## src/design/fplog_pkg.sv

```systemverilog
`default_nettype none
// ----------------------------------------------------------------------------
// fplog_pkg
// Shared widths and constants for the fixed-point logarithm pipeline.
// ----------------------------------------------------------------------------
package fplog_pkg;

  // Operand and normalized mantissa width.
  localparam int unsigned MANT_W = 32;

  // Width of the integer part of log2 (index of the top set bit).
  localparam int unsigned TOP_W = 5;

  // Width of each result field on the output stream.
  localparam int unsigned OUT_W = 21;

  // Output tdata width: two result fields padded up to whole bytes.
  localparam int unsigned OUT_TDATA_W = ((2 * OUT_W + 7) / 8) * 8;

  // ln(2) in unsigned Q0.32.
  localparam logic [31:0] LN2_Q32 = 32'd2977044472;

endpackage : fplog_pkg
`default_nettype wire

```

## src/design/fplog_square_stage.sv

```systemverilog
`default_nettype none
// ----------------------------------------------------------------------------
// fplog_square_stage
// One squaring round: squares the mantissa, renormalizes it and sets one
// fraction bit of the log2 accumulator, behind a registered stage.
// ----------------------------------------------------------------------------
module fplog_square_stage #(
  parameter int unsigned FRACTION_BITS = 16,
  parameter int unsigned ROUND         = 0
) (
  input  wire logic                                        clk,
  input  wire logic                                        rst,
  input  wire logic                                        in_valid,
  output logic                                             in_ready,
  input  wire logic [fplog_pkg::MANT_W-1:0]                in_mant,
  input  wire logic [fplog_pkg::TOP_W+FRACTION_BITS-1:0]   in_acc,
  output logic                                             out_valid,
  input  wire logic                                        out_ready,
  output logic [fplog_pkg::MANT_W-1:0]                     out_mant,
  output logic [fplog_pkg::TOP_W+FRACTION_BITS-1:0]        out_acc
);

  localparam int unsigned ACC_W   = fplog_pkg::TOP_W + FRACTION_BITS;
  localparam int unsigned BIT_POS = FRACTION_BITS - 1 - ROUND;

  logic [2*fplog_pkg::MANT_W-1:0] square;
  logic [fplog_pkg::MANT_W:0]     scaled;
  logic                           hit;
  logic [fplog_pkg::MANT_W-1:0]   mant_next;
  logic [ACC_W-1:0]               acc_next;

  // The square of a mantissa in [2^31, 2^32) shifted by 31 lies in
  // [2^31, 2^33); reaching 2^32 means this fraction bit is one.
  always_comb begin
    square    = {{fplog_pkg::MANT_W{1'b0}}, in_mant} * {{fplog_pkg::MANT_W{1'b0}}, in_mant};
    scaled    = square[2*fplog_pkg::MANT_W-1:fplog_pkg::MANT_W-1];
    hit       = scaled[fplog_pkg::MANT_W];
    mant_next = hit ? scaled[fplog_pkg::MANT_W:1] : scaled[fplog_pkg::MANT_W-1:0];
    acc_next  = in_acc;
    acc_next[BIT_POS] = in_acc[BIT_POS] | hit;
  end

  assign in_ready = !out_valid || out_ready;

  always_ff @(posedge clk) begin
    if (rst) begin
      out_valid <= 1'b0;
    end else if (in_ready) begin
      out_valid <= in_valid;
    end
    if (in_ready && in_valid) begin
      out_mant <= mant_next;
      out_acc  <= acc_next;
    end
  end

endmodule : fplog_square_stage
`default_nettype wire

```

## config.mk

```make
export PLATFORM = sky130hd
export DESIGN_NAME = fplog_square_stage
export DESIGN_NICKNAME = d
export VERILOG_FILES = /design/src/design/fplog_pkg.sv /design/src/design/fplog_square_stage.sv
export SDC_FILE = /design/constraint.sdc
export NUM_CORES = 2
export LEC_CHECK = 0
export ABC_CLOCK_PERIOD_IN_PS = 9700
export BUFFER_PORTS_ARGS = -buffer_cell sky130_fd_sc_hd__buf_2
export CORE_MARGIN = 2
export CORE_UTILIZATION = 35
export DETAILED_ROUTE_END_ITERATION = 7
export PLACE_DENSITY = 0.55
export SLEW_MARGIN = 20
export SYNTH_ARGS = -nofsm -noshare
export SYNTH_HDL_FRONTEND = slang
export SYNTH_SLANG_ARGS = --single-unit
```

## constraint.sdc

```tcl
create_clock -name clk -period 9.7 [get_ports clk]
set_clock_uncertainty 0.1 [all_clocks]
set_input_delay 1.455 -clock clk [delete_from_list [all_inputs] [get_ports clk]]
set_output_delay 1.455 -clock clk [all_outputs]
set_load 0.01 [all_outputs]
```

==> impl_summary.md <==
Timing
The final total negative setup slack is 0 ns. The max-slew headroom at the worst pin is 0.5644. Counting I/O delays and the setup requirement, the final critical path takes 9.326 ns. The count of endpoints failing hold in the final timing report is 0. The final cycle utilization of the critical path is 0.9614.

At the pin with the least slew margin, the transition time is 0.6505 ns. The setup violation total in the final timing report is 0. The number of pins with negative max-slew slack in the final report is 0. The peak clock frequency supported by timing is 0.1072 GHz. Setup repair after global routing left no endpoint under its margin.

Cells and area
The proportion of layout cells with a drive suffix above 1 is 0.08732. Leaving out fill and tap cells, the most frequent cell in the layout is inv_1. The net count of the finished layout is 4514.

The multi-input combinational cells in the finished layout cover a total of 25340 um2. The count of non-filler cells in the finished layout is 4533. The area added between synthesis and finish is 9.228%. In the layout the commonest cells are inv_1, fa_1, ha_1.

The number of filler cells placed in the layout is 8972. The area of all placed cells without fillers is 33960 um2. The area taken by flip-flops and latches is 1612 um2.

Clocking
The root buffer cell is clkbuf_16. The clock latency on the worst-skew pair is 0.29 ns. Once the clock tree was built, the setup fixing pass inserted 0 buffers. The H-tree was split into 2 levels.

The clock passes through at most 2 buffers. After clock tree synthesis, the clock-pin slew on the worst setup and hold paths is 0.07 ns. The clock sink total is 54. Counting the buffers created by CTS gives 5. The clock tree from TritonCTS is done.

Route
The final route contains 21.21k vias. The count of nets left with antenna violations once routing finished came out at 0. The via-per-instance ratio is 4.678. After detailed routing, the average wire length per cell comes to 17.92 um.

The detailed router finished its first iteration with 1120 violations. The first TritonRoute pass finished after 5 iterations. The number of remaining DRC errors is 0.

Summed over all layers, the routed wires come to 81.22 mm.

Global routing
The initial antenna violation count is 3. In the global route stage, overall resource usage came out at 0.1879. The first global-routing pass estimated 131.5 mm of wire.

The via count of the first global-routing pass is 23.72k. The maximum number of pins on one net before global-route repair is 48. The global route total overflow is 0.

Synth
The number of enable flip-flop cells after synthesis is 53. The count of synthesis-stage warnings from yosys is 0. The cell area that synthesis handed to floorplanning was 31090 um2. The number of different library cells used by synthesis comes to 63. The primary flip-flop cell chosen by synthesis mapping is edfxtp_1. Synthesis handed over a netlist of 3231 instances. After synthesis, the share of flip-flops with an asynchronous set or reset is 0.

Of the synthesized area, sequential elements account for 0.05183. After synthesis the netlist holds a flip-flop and latch count of 54. The synthesized area divided by synthesized cell count is 9.623 um2. Synthesis produced a netlist with a net count of 4379.

Hold path
The count of cells along the worst hold path is 2. The startpoint of the tightest hold check path is out_valid. The sink of the worst hold path is out_valid.

The worst hold path class is reg -> reg.

Die
The core region is 88240 um2. From bottom edge to top edge, the die measures 302.0 um. The number of standard-cell rows in the floorplan is 109. The starting density of the core is 0.3524. Measured along the x axis, the die boundary spans 302.0 um.

In this run the count of I/O pins placed on the die edge is 112. The area enclosed by the die boundary is 91230 um2.

Status
The run finished with clean final reports.

Critical path
The startpoint of the worst-slack reg-to-reg timing path is out_valid. In this design, the stage delay of the slowest critical-path cell is 0.58 ns. The number of buffers and inverters on the critical path is 7.

STA classifies the critical path endpoint as a flop. The cell seen most often among critical-path stages is fa_1. In this run the critical register-to-register path is captured at out_acc[8]. The largest delay contributor family on the critical path is adder cells. The kind of critical path is in -> reg. Across all register-to-register paths, the minimum setup slack is 7.97 ns. The largest individual stage delay along the critical path comes from the cell fa_1. Data on the critical path is required at its endpoint by 9.65 ns. In this run the worst path has a maximum fanout of 20.

The worst register-to-register path has a depth of 3. For the worst setup path, the data arrival time is 9.27 ns. STA classifies the critical path startpoint as an input port.

Placed design
During placement, the flow inserted port buffers numbering 111. The half-perimeter wire length after placement is 71.93 mm. Counting tap cells, the placed design contains a total of 4524 instances. Routability-driven placement finished with a final weighted congestion of 0.9052. The placed instance area is 33800 um2.

Run
Max-cap violations in this run came to 0.
cell families (layout without fill, tap and decap cells):
group                    Yosys count  in the layout  synth area share
AO/OA/AOI/OAI                    221            221           0.04548
buffers and inverters           1100           1236            0.1334
XOR/XNOR                          81             81           0.02282
flip-flops                        54             54           0.05183
AND/OR/NAND/NOR                  653            653            0.1038
adder cells (fa/ha/maj)         1091           1091            0.6300
other                              0              1                 0
multiplexers                      31             31           0.01260
layout make-up:
type	count	area share
multi-input combinational	2077	0.7463
inverter	987	0.1091
timing repair buffer	241	0.05003
sequential	54	0.04745
tap	1165	0.04292
clock buffer	5	0.003684
clock inverter	3	0.0004790
antenna	1	0.00007369
per-layer routing:
metal  GRT usage  wire, um
met2      0.3374     41870
met5           0         0
met4     0.02558      1159
met3     0.02657      4036
met1      0.2460     34150
cell usage after synthesis, types with 2 or more instances:
master	number	area share
o31a_1	2	0.00056
buf_6	2	0.00072
and2_1	230	0.046
clkbuf_1	109	0.013
a41oi_1	3	0.00085
o211ai_1	6	0.0014
xor2_1	40	0.011
a31o_2	11	0.0031
o21ai_1	7	0.0011
mux2i_1	14	0.0045
nand2b_1	4	0.00080
nand3_1	10	0.0016
o31ai_1	3	0.00072
nor2b_1	8	0.0016
o21a_1	3	0.00072
xnor2_1	41	0.012
or3_1	2	0.00040
ha_1	300	0.12
a211oi_1	4	0.00097
edfxtp_1	53	0.051
nand2_1	291	0.035
fa_1	791	0.51
and3_1	10	0.0020
a21oi_1	73	0.012
o21bai_1	18	0.0043
o21ai_0	31	0.0050
a311oi_1	2	0.00056
or2_2	7	0.0014
mux2_4	16	0.0077
nor3_1	9	0.0014
nor2_1	56	0.0068
o2111ai_1	3	0.00085
inv_1	986	0.12
nand4_1	16	0.0032
a21boi_0	2	0.00048
a21o_1	26	0.0063
o32ai_1	2	0.00056
a31oi_1	15	0.0030
worst min-delay path, cell delays in order, from the launching register on:
cell,delay [ns]
dfxtp_1,0.31
nand2b_1,0.10
a21oi_1,0.07
worst max-delay path by stage:
stage / cells after the start / start / slack [ns] / to
2_1_floorplan: 29 / in_mant[7] / 0.57 / out_mant[0]
6_report: 28 / in_mant[15] / 0.37 / out_mant[2]
3_5_place_dp: 26 / in_mant[19] / -0.1 / out_mant[1]
5_1_grt: 28 / in_mant[15] / 0.04 / out_mant[3]
4_1_cts: 26 / in_mant[19] / 0.21 / out_mant[2]
3_3_place_gp: 25 / in_mant[19] / -0.02 / out_mant[28]
what timing repair did:
action / in CTS / in global routing
endpoints found under the setup margin: 0 / 19
resized for setup: 0 / 5
hold buffers: 0 / 0
per-stage QoR:
step / worst slack, ns / utilization / hold slack [ns]
4_1_cts: 0.2063 / 0.3847 / 0.4223
5_1_grt: 0.03622 / 0.3848 / 0.4569
2_1_floorplan: 0.5685 / - / 0.4930
3_3_place_gp: -0.02458 / 0.3831 / 0.4043
3_5_place_dp: -0.09706 / 0.3831 / 0.4099
6_report: 0.3745 / 0.3849 / 0.4257
registers in the layout (all words and copies together) (netlist names):
signal and flops:
out_acc 21, out_mant 32, out_valid 1
Power is left out: the tool's default activity adds up to more than one toggle a clock period on the data nets, which glitch-free logic cannot reach.
